## config.mk

```make
export PLATFORM = sky130hd
export DESIGN_NAME = wml_alu
export DESIGN_NICKNAME = d
export VERILOG_FILES = /design/src/rtl/wml_pkg.sv /design/src/rtl/wml_alu.sv
export SDC_FILE = /design/constraint.sdc
export NUM_CORES = 2
export LEC_CHECK = 0
export BUFFER_PORTS_ARGS = -buffer_cell sky130_fd_sc_hd__clkbuf_2
export CAP_MARGIN = 25
export CORE_MARGIN = 5
export CORE_UTILIZATION = 50
export DETAILED_ROUTE_END_ITERATION = 16
export PLACE_DENSITY = 0.8
export SLEW_MARGIN = 20
export SYNTH_ARGS = -nofsm -noshare
export SYNTH_HDL_FRONTEND = slang
export SYNTH_SLANG_ARGS = --single-unit
```

## constraint.sdc

```tcl
create_clock -name clock -period 14.15 [get_ports clock]
set_input_delay 0.7075 -clock clock [delete_from_list [all_inputs] [get_ports clock]]
set_output_delay 0.7075 -clock clock [all_outputs]
set_load 0.02 [all_outputs]
```

## src/rtl/wml_pkg.sv

```systemverilog
// Shared constants and types of the weighted median location core.
`default_nettype none

package wml_pkg;

   localparam int COORD_RANGE = 32768;
   localparam int ADDR_W      = $clog2(COORD_RANGE);
   localparam int COORD_W     = 15;
   localparam int WEIGHT_IN_W = 20;
   localparam int WEIGHT_W    = 40;
   localparam int COST_W      = 62;
   localparam int PROD_W      = WEIGHT_W + ADDR_W;

   localparam logic [ADDR_W-1:0]   LAST_IDX   = ADDR_W'(COORD_RANGE - 1);
   localparam logic [COST_W-1:0]   EMPTY_COST = COST_W'(1) << 61;
   localparam logic [WEIGHT_W-1:0] WEIGHT_MAX = '1;

   typedef enum logic {
      ACT_ADD     = 1'b0,
      ACT_COMPUTE = 1'b1
   } wml_action_type;

   typedef enum logic {
      ACC_PRODUCT = 1'b0,
      ACC_LEFT    = 1'b1
   } wml_acc_sel_type;

   typedef struct packed {
      logic            mul_en;
      wml_acc_sel_type acc_sel;
   } wml_alu_ctl_type;

endpackage

`default_nettype wire

```

## src/rtl/wml_alu.sv

```systemverilog
// Shared arithmetic unit: registered multiplier, saturating weight adder, cost adder/compare.
`default_nettype none

module wml_alu (
   input  logic                                clock,
   input  wml_pkg::wml_alu_ctl_type            ctl,
   input  logic [wml_pkg::WEIGHT_W-1:0]        mul_a,
   input  logic [wml_pkg::ADDR_W-1:0]          mul_b,
   input  logic [wml_pkg::WEIGHT_W-1:0]        sat_a,
   input  logic [wml_pkg::WEIGHT_W-1:0]        sat_b,
   input  logic [wml_pkg::COST_W-1:0]          acc_a,
   input  logic [wml_pkg::COST_W-1:0]          left,
   input  logic [wml_pkg::COST_W-1:0]          best,
   output logic [wml_pkg::WEIGHT_W-1:0]        sat_sum,
   output logic [wml_pkg::COST_W-1:0]          acc_sum,
   output logic                                acc_le
);
   import wml_pkg::*;

   logic [PROD_W-1:0]   product_ff;
   logic [WEIGHT_W:0]   raw_sum;
   logic [COST_W-1:0]   acc_b;

   always_ff @(posedge clock) begin
      if (ctl.mul_en) begin
         product_ff <= PROD_W'(mul_a) * PROD_W'(mul_b);
      end
   end

   assign raw_sum = {1'b0, sat_a} + {1'b0, sat_b};
   assign sat_sum = raw_sum[WEIGHT_W] ? WEIGHT_MAX : raw_sum[WEIGHT_W-1:0];

   assign acc_b   = (ctl.acc_sel == ACC_LEFT) ? left : COST_W'(product_ff);
   assign acc_sum = acc_a + acc_b;
   assign acc_le  = (acc_sum <= best);

endmodule

`default_nettype wire

```

After elaboration in Yosys (flattened, before gate mapping)
Index checks and enable logic that the tools add are counted.

Register bits after elaboration: 55. Bits of input ports: 324. Output and inout bits: 103. Word-level logic and storage cells: 7.

Add/sub/neg operators: 2. Multiply operators: 1. Magnitude comparators: 1. Mux-type cells: 2.

Operators with widths (number): 62-bit adder (1); 62-bit <= comparator (1); 62-bit two-way mux (1); 40-bit by 15-bit multiplier with 55-bit output (1); 40-bit by 40-bit adder with 41-bit output (1); 40-bit two-way mux (1).

Longest topological paths before layout
Depth in word-level cells: 3. Depth in mapped cells: 26. Gate-level depth less buffers: 24.

Worst setup path before layout
No wires, ideal clock.

Path kind: input to output. Start point: in ctl[0] in the netlist's numbering. End point: out acc_le. Data arrival time: 6.114 ns. Data required time: 13.443 ns. Slack: 7.329 ns. Stages: 25. Path through: clkbuf_1 clkbuf_1 mux2_2 ha_1 and4_4 nor2b_4 a311oi_2 nor4_1 or4b_1 a21oi_2 o31a_4 o21ai_0 a211oi_1 xnor2_1 ha_1 a21o_1 a21o_1 a21o_1 a21oi_1 nor2b_1 o21ai_0 nand2b_1 a221oi_1 o31ai_1 o21ai_0.

Longest elaborated chain between the ends: 3.

RTL lines: from (decl) (RTL line wml_alu.sv:6) `input wml_pkg::wml_alu_ctl_type ctl,`; 62-bit two-way mux (RTL line wml_alu.sv:33) `assign acc_b = (ctl.acc_sel == ACC_LEFT) ? left : COST_W'(product_ff);`; 62-bit adder (RTL line wml_alu.sv:34) `assign acc_sum = acc_a + acc_b;`; named net acc_sum (one bit) (RTL line wml_alu.sv:15) `output logic [wml_pkg::COST_W-1:0] acc_sum,`; 62-bit <= comparator (RTL line wml_alu.sv:35) `assign acc_le = (acc_sum <= best);`; to (decl) (RTL line wml_alu.sv:16) `output logic acc_le`.

The timed path passes the listed nets, and every way through them passes these cells.

Final worst setup path
Start point: in ctl[0] in the netlist's numbering. End point: out acc_le.

Longest elaborated chain between the ends: 3.

RTL lines (RTL line): 62-bit two-way mux (wml_alu.sv:33); 62-bit adder (wml_alu.sv:34); 62-bit <= comparator (wml_alu.sv:35).

No other way between the ends.

==> impl_metrics.env <==
export IMPL_cts_tree="built"
export IMPL_antenna_found_initial=12
export IMPL_cts_sinks=55
export IMPL_dieArea_um2=60930
export IMPL_seqCellArea_um2=1652
export IMPL_portBuffers=426
export IMPL_end_kind="primary output"
export IMPL_holdWs_ns=1.042
export IMPL_gp_congestion=0.9980
export IMPL_yosysSeqAreaShare_pct=5.889
export IMPL_core_rowCount=86
export IMPL_area_delta_synth_final_pct=9.664
export IMPL_fill_cells=5078
export IMPL_crit_arrival_ns=7.14
export IMPL_synth_top_family_by_area="adder cells"
export IMPL_worstPathMaxFanout=62
export IMPL_path_clk_slew_ns=0.07
export IMPL_clock_path_buffers=2
export IMPL_min_period_ns=7.847
export IMPL_die_height_um=246.8
export IMPL_rsz0062_at_grt="false"
export IMPL_grtUsageTotal_pct=27.54
export IMPL_synth_nets=4368
export IMPL_period_share_pct=55.45
export IMPL_dr_total_vias=24319
export IMPL_drive_above_1_share_pct=14.58
export IMPL_ios=427
export IMPL_worstPathRequired_ns=13.44
export IMPL_synth_simple_gate_area_share_pct=18.11
export IMPL_multi_input_area_um2=23910
export IMPL_fmax_mhz=127.4
export IMPL_drv_slew=0
export IMPL_die_w_um=246.8
export IMPL_postLayoutCoreUtil_pct=55.61
export IMPL_drt_pass1_iter_count=7
export IMPL_syn_cell_area_um2=28040
export IMPL_hold_path_class="in -> reg"
export IMPL_synth_mux_area_share_pct=2.280
export IMPL_yosys_register_bits=55
export IMPL_slew_headroom_pct=26.15
export IMPL_synth_edff_count=55
export IMPL_top_regs="product_ff (55)"
export IMPL_viasPerCell=5.631
export IMPL_syn_inst=3268
export IMPL_wl_um=85400
export IMPL_grt_pass1_wl_um=134100
export IMPL_status="finished, final reports clean"
export IMPL_syn_area_per_cell_um2=8.582
export IMPL_worstMarginPinSlew_ns=1.108
export IMPL_finalNetCount=4658
export IMPL_yosys_area_share_adder_pct=47.85
export IMPL_core_region_area_um2=55310
export IMPL_synthXorXnorAreaFrac_pct=4.154
export IMPL_drt_iter0_drc=1943
export IMPL_synth_area_leaders="fa_1 35%, ha_1 13%, inv_1 6.9%"
export IMPL_drc=0
export IMPL_hpwl_um=70890
export IMPL_ys_async_sr_fraction_pct=0
export IMPL_synth_most_common_cell="inv_1"
export IMPL_cap_violations=0
export IMPL_yosysUniqueCellTypes=75
export IMPL_synth_common_cells="513 x inv_1, 494 x fa_1, 440 x nand2_1"
export IMPL_largest_register="product_ff"
export IMPL_grt_overflow_total=0
export IMPL_cts_hold_buf=0
export IMPL_synth_compound_area_share_pct=12.84
export IMPL_cts_resized=0
export IMPL_synth_ff_type="edfxtp_1"
export IMPL_cts_buffers=5
export IMPL_netlist_area_leader_share_pct=35.26
export IMPL_setup_viol=0
export IMPL_worst_setup_path_type="in -> out"
export IMPL_post_drt_wl_per_cell_um=19.77
export IMPL_finalSetupTns_ns=0
export IMPL_start_util_pct=50.71
export IMPL_grt_pass1_vias=24269
export IMPL_grt_max_degree=63
export IMPL_htreeDepth=2
export IMPL_startpoint_type="input port"
export IMPL_yosysWarnings=0
export IMPL_cts_setup_buffers=0
export IMPL_clockRootBuffer="clkbuf_16"
export IMPL_synth_area_leader_cell="fa_1"
export IMPL_hold_viol_final=0
export IMPL_largest_reg_flops=55
export IMPL_antenna_left=0
## final cells by class
type / count / area share, %
antenna: 12 / 0.09764
clock buffer: 7 / 0.4312
clock inverter: 1 / 0.02848
inverter: 513 / 6.261
multi-input combinational: 2553 / 77.74
sequential: 55 / 5.370
tap: 748 / 3.043
timing repair buffer: 430 / 7.030
## cell usage in the layout (no fill, tap or decap), drive strengths merged, types with 22 or more instances in the layout
cell / n
inv: 514
fa: 494
nand2: 440
clkbuf: 433
ha: 282
and2: 279
a21oi: 167
a21o: 107
o21ai: 104
nor2: 94
xnor2: 90
nand3: 70
mux2: 55
edfxtp: 55
xor2: 43
nand4: 36
o21bai: 28
o21a: 22
## kinds of logic after synthesis
logic type / count (synthesis)
flops: 55
compound gates: 554
fa+ha+maj: 776
buf+inv: 660
xor+xnor: 133
simple gates: 1033
mux: 57
## per-layer routing
metal  part of all wire, %  GRT usage (%)  vias to the layer above
met2                    45          42.80                     1238
li1                      -              -                    11153
met4                   2.6          7.516                        2
met5                 0.015              0                        -
met1                    42          39.05                    11807
met3                    10          6.301                      119
## final timing paths
check | from | slack [ns] | to | cells past startpoint
hold / removal | mul_a[0] | 1.04 | product_ff[0]$_DFFE_PP_ | 2
setup / recovery | ctl[0] | 6.30 | acc_le | 22
## critical path: stages
cell and delay (ns):
clkbuf_2 0.07, buf_4 0.62, mux2_2 0.45, ha_1 0.23, fa_1 0.46, a211oi_1 0.34
o211ai_1 0.15, nand2_1 0.15, nor4b_2 0.09, o31ai_2 0.50, o221ai_2 0.27, a31oi_1 0.55
o41a_1 0.29, a31oi_1 0.12, xor2_1 0.18, ha_1 0.32, nand4_1 0.15, nor4_1 0.73
a221oi_1 0.17, o31ai_1 0.19, o21ai_0 0.19, clkbuf_2 0.19
## through the flow
stage | cells | worst slack, ns | area [um2]
after floorplan | 3268 | 7.329 | 28040
after global placement | 4299 | 6.280 | 30580
after detailed placement | 4299 | 6.351 | 30580
after CTS | 4307 | 6.340 | 30720
after global routing | 4316 | 5.951 | 30750
final | 4319 | 6.303 | 30750
Power is left out: the tool's default activity adds up to more than one toggle a clock period on the data nets, which glitch-free logic cannot reach.
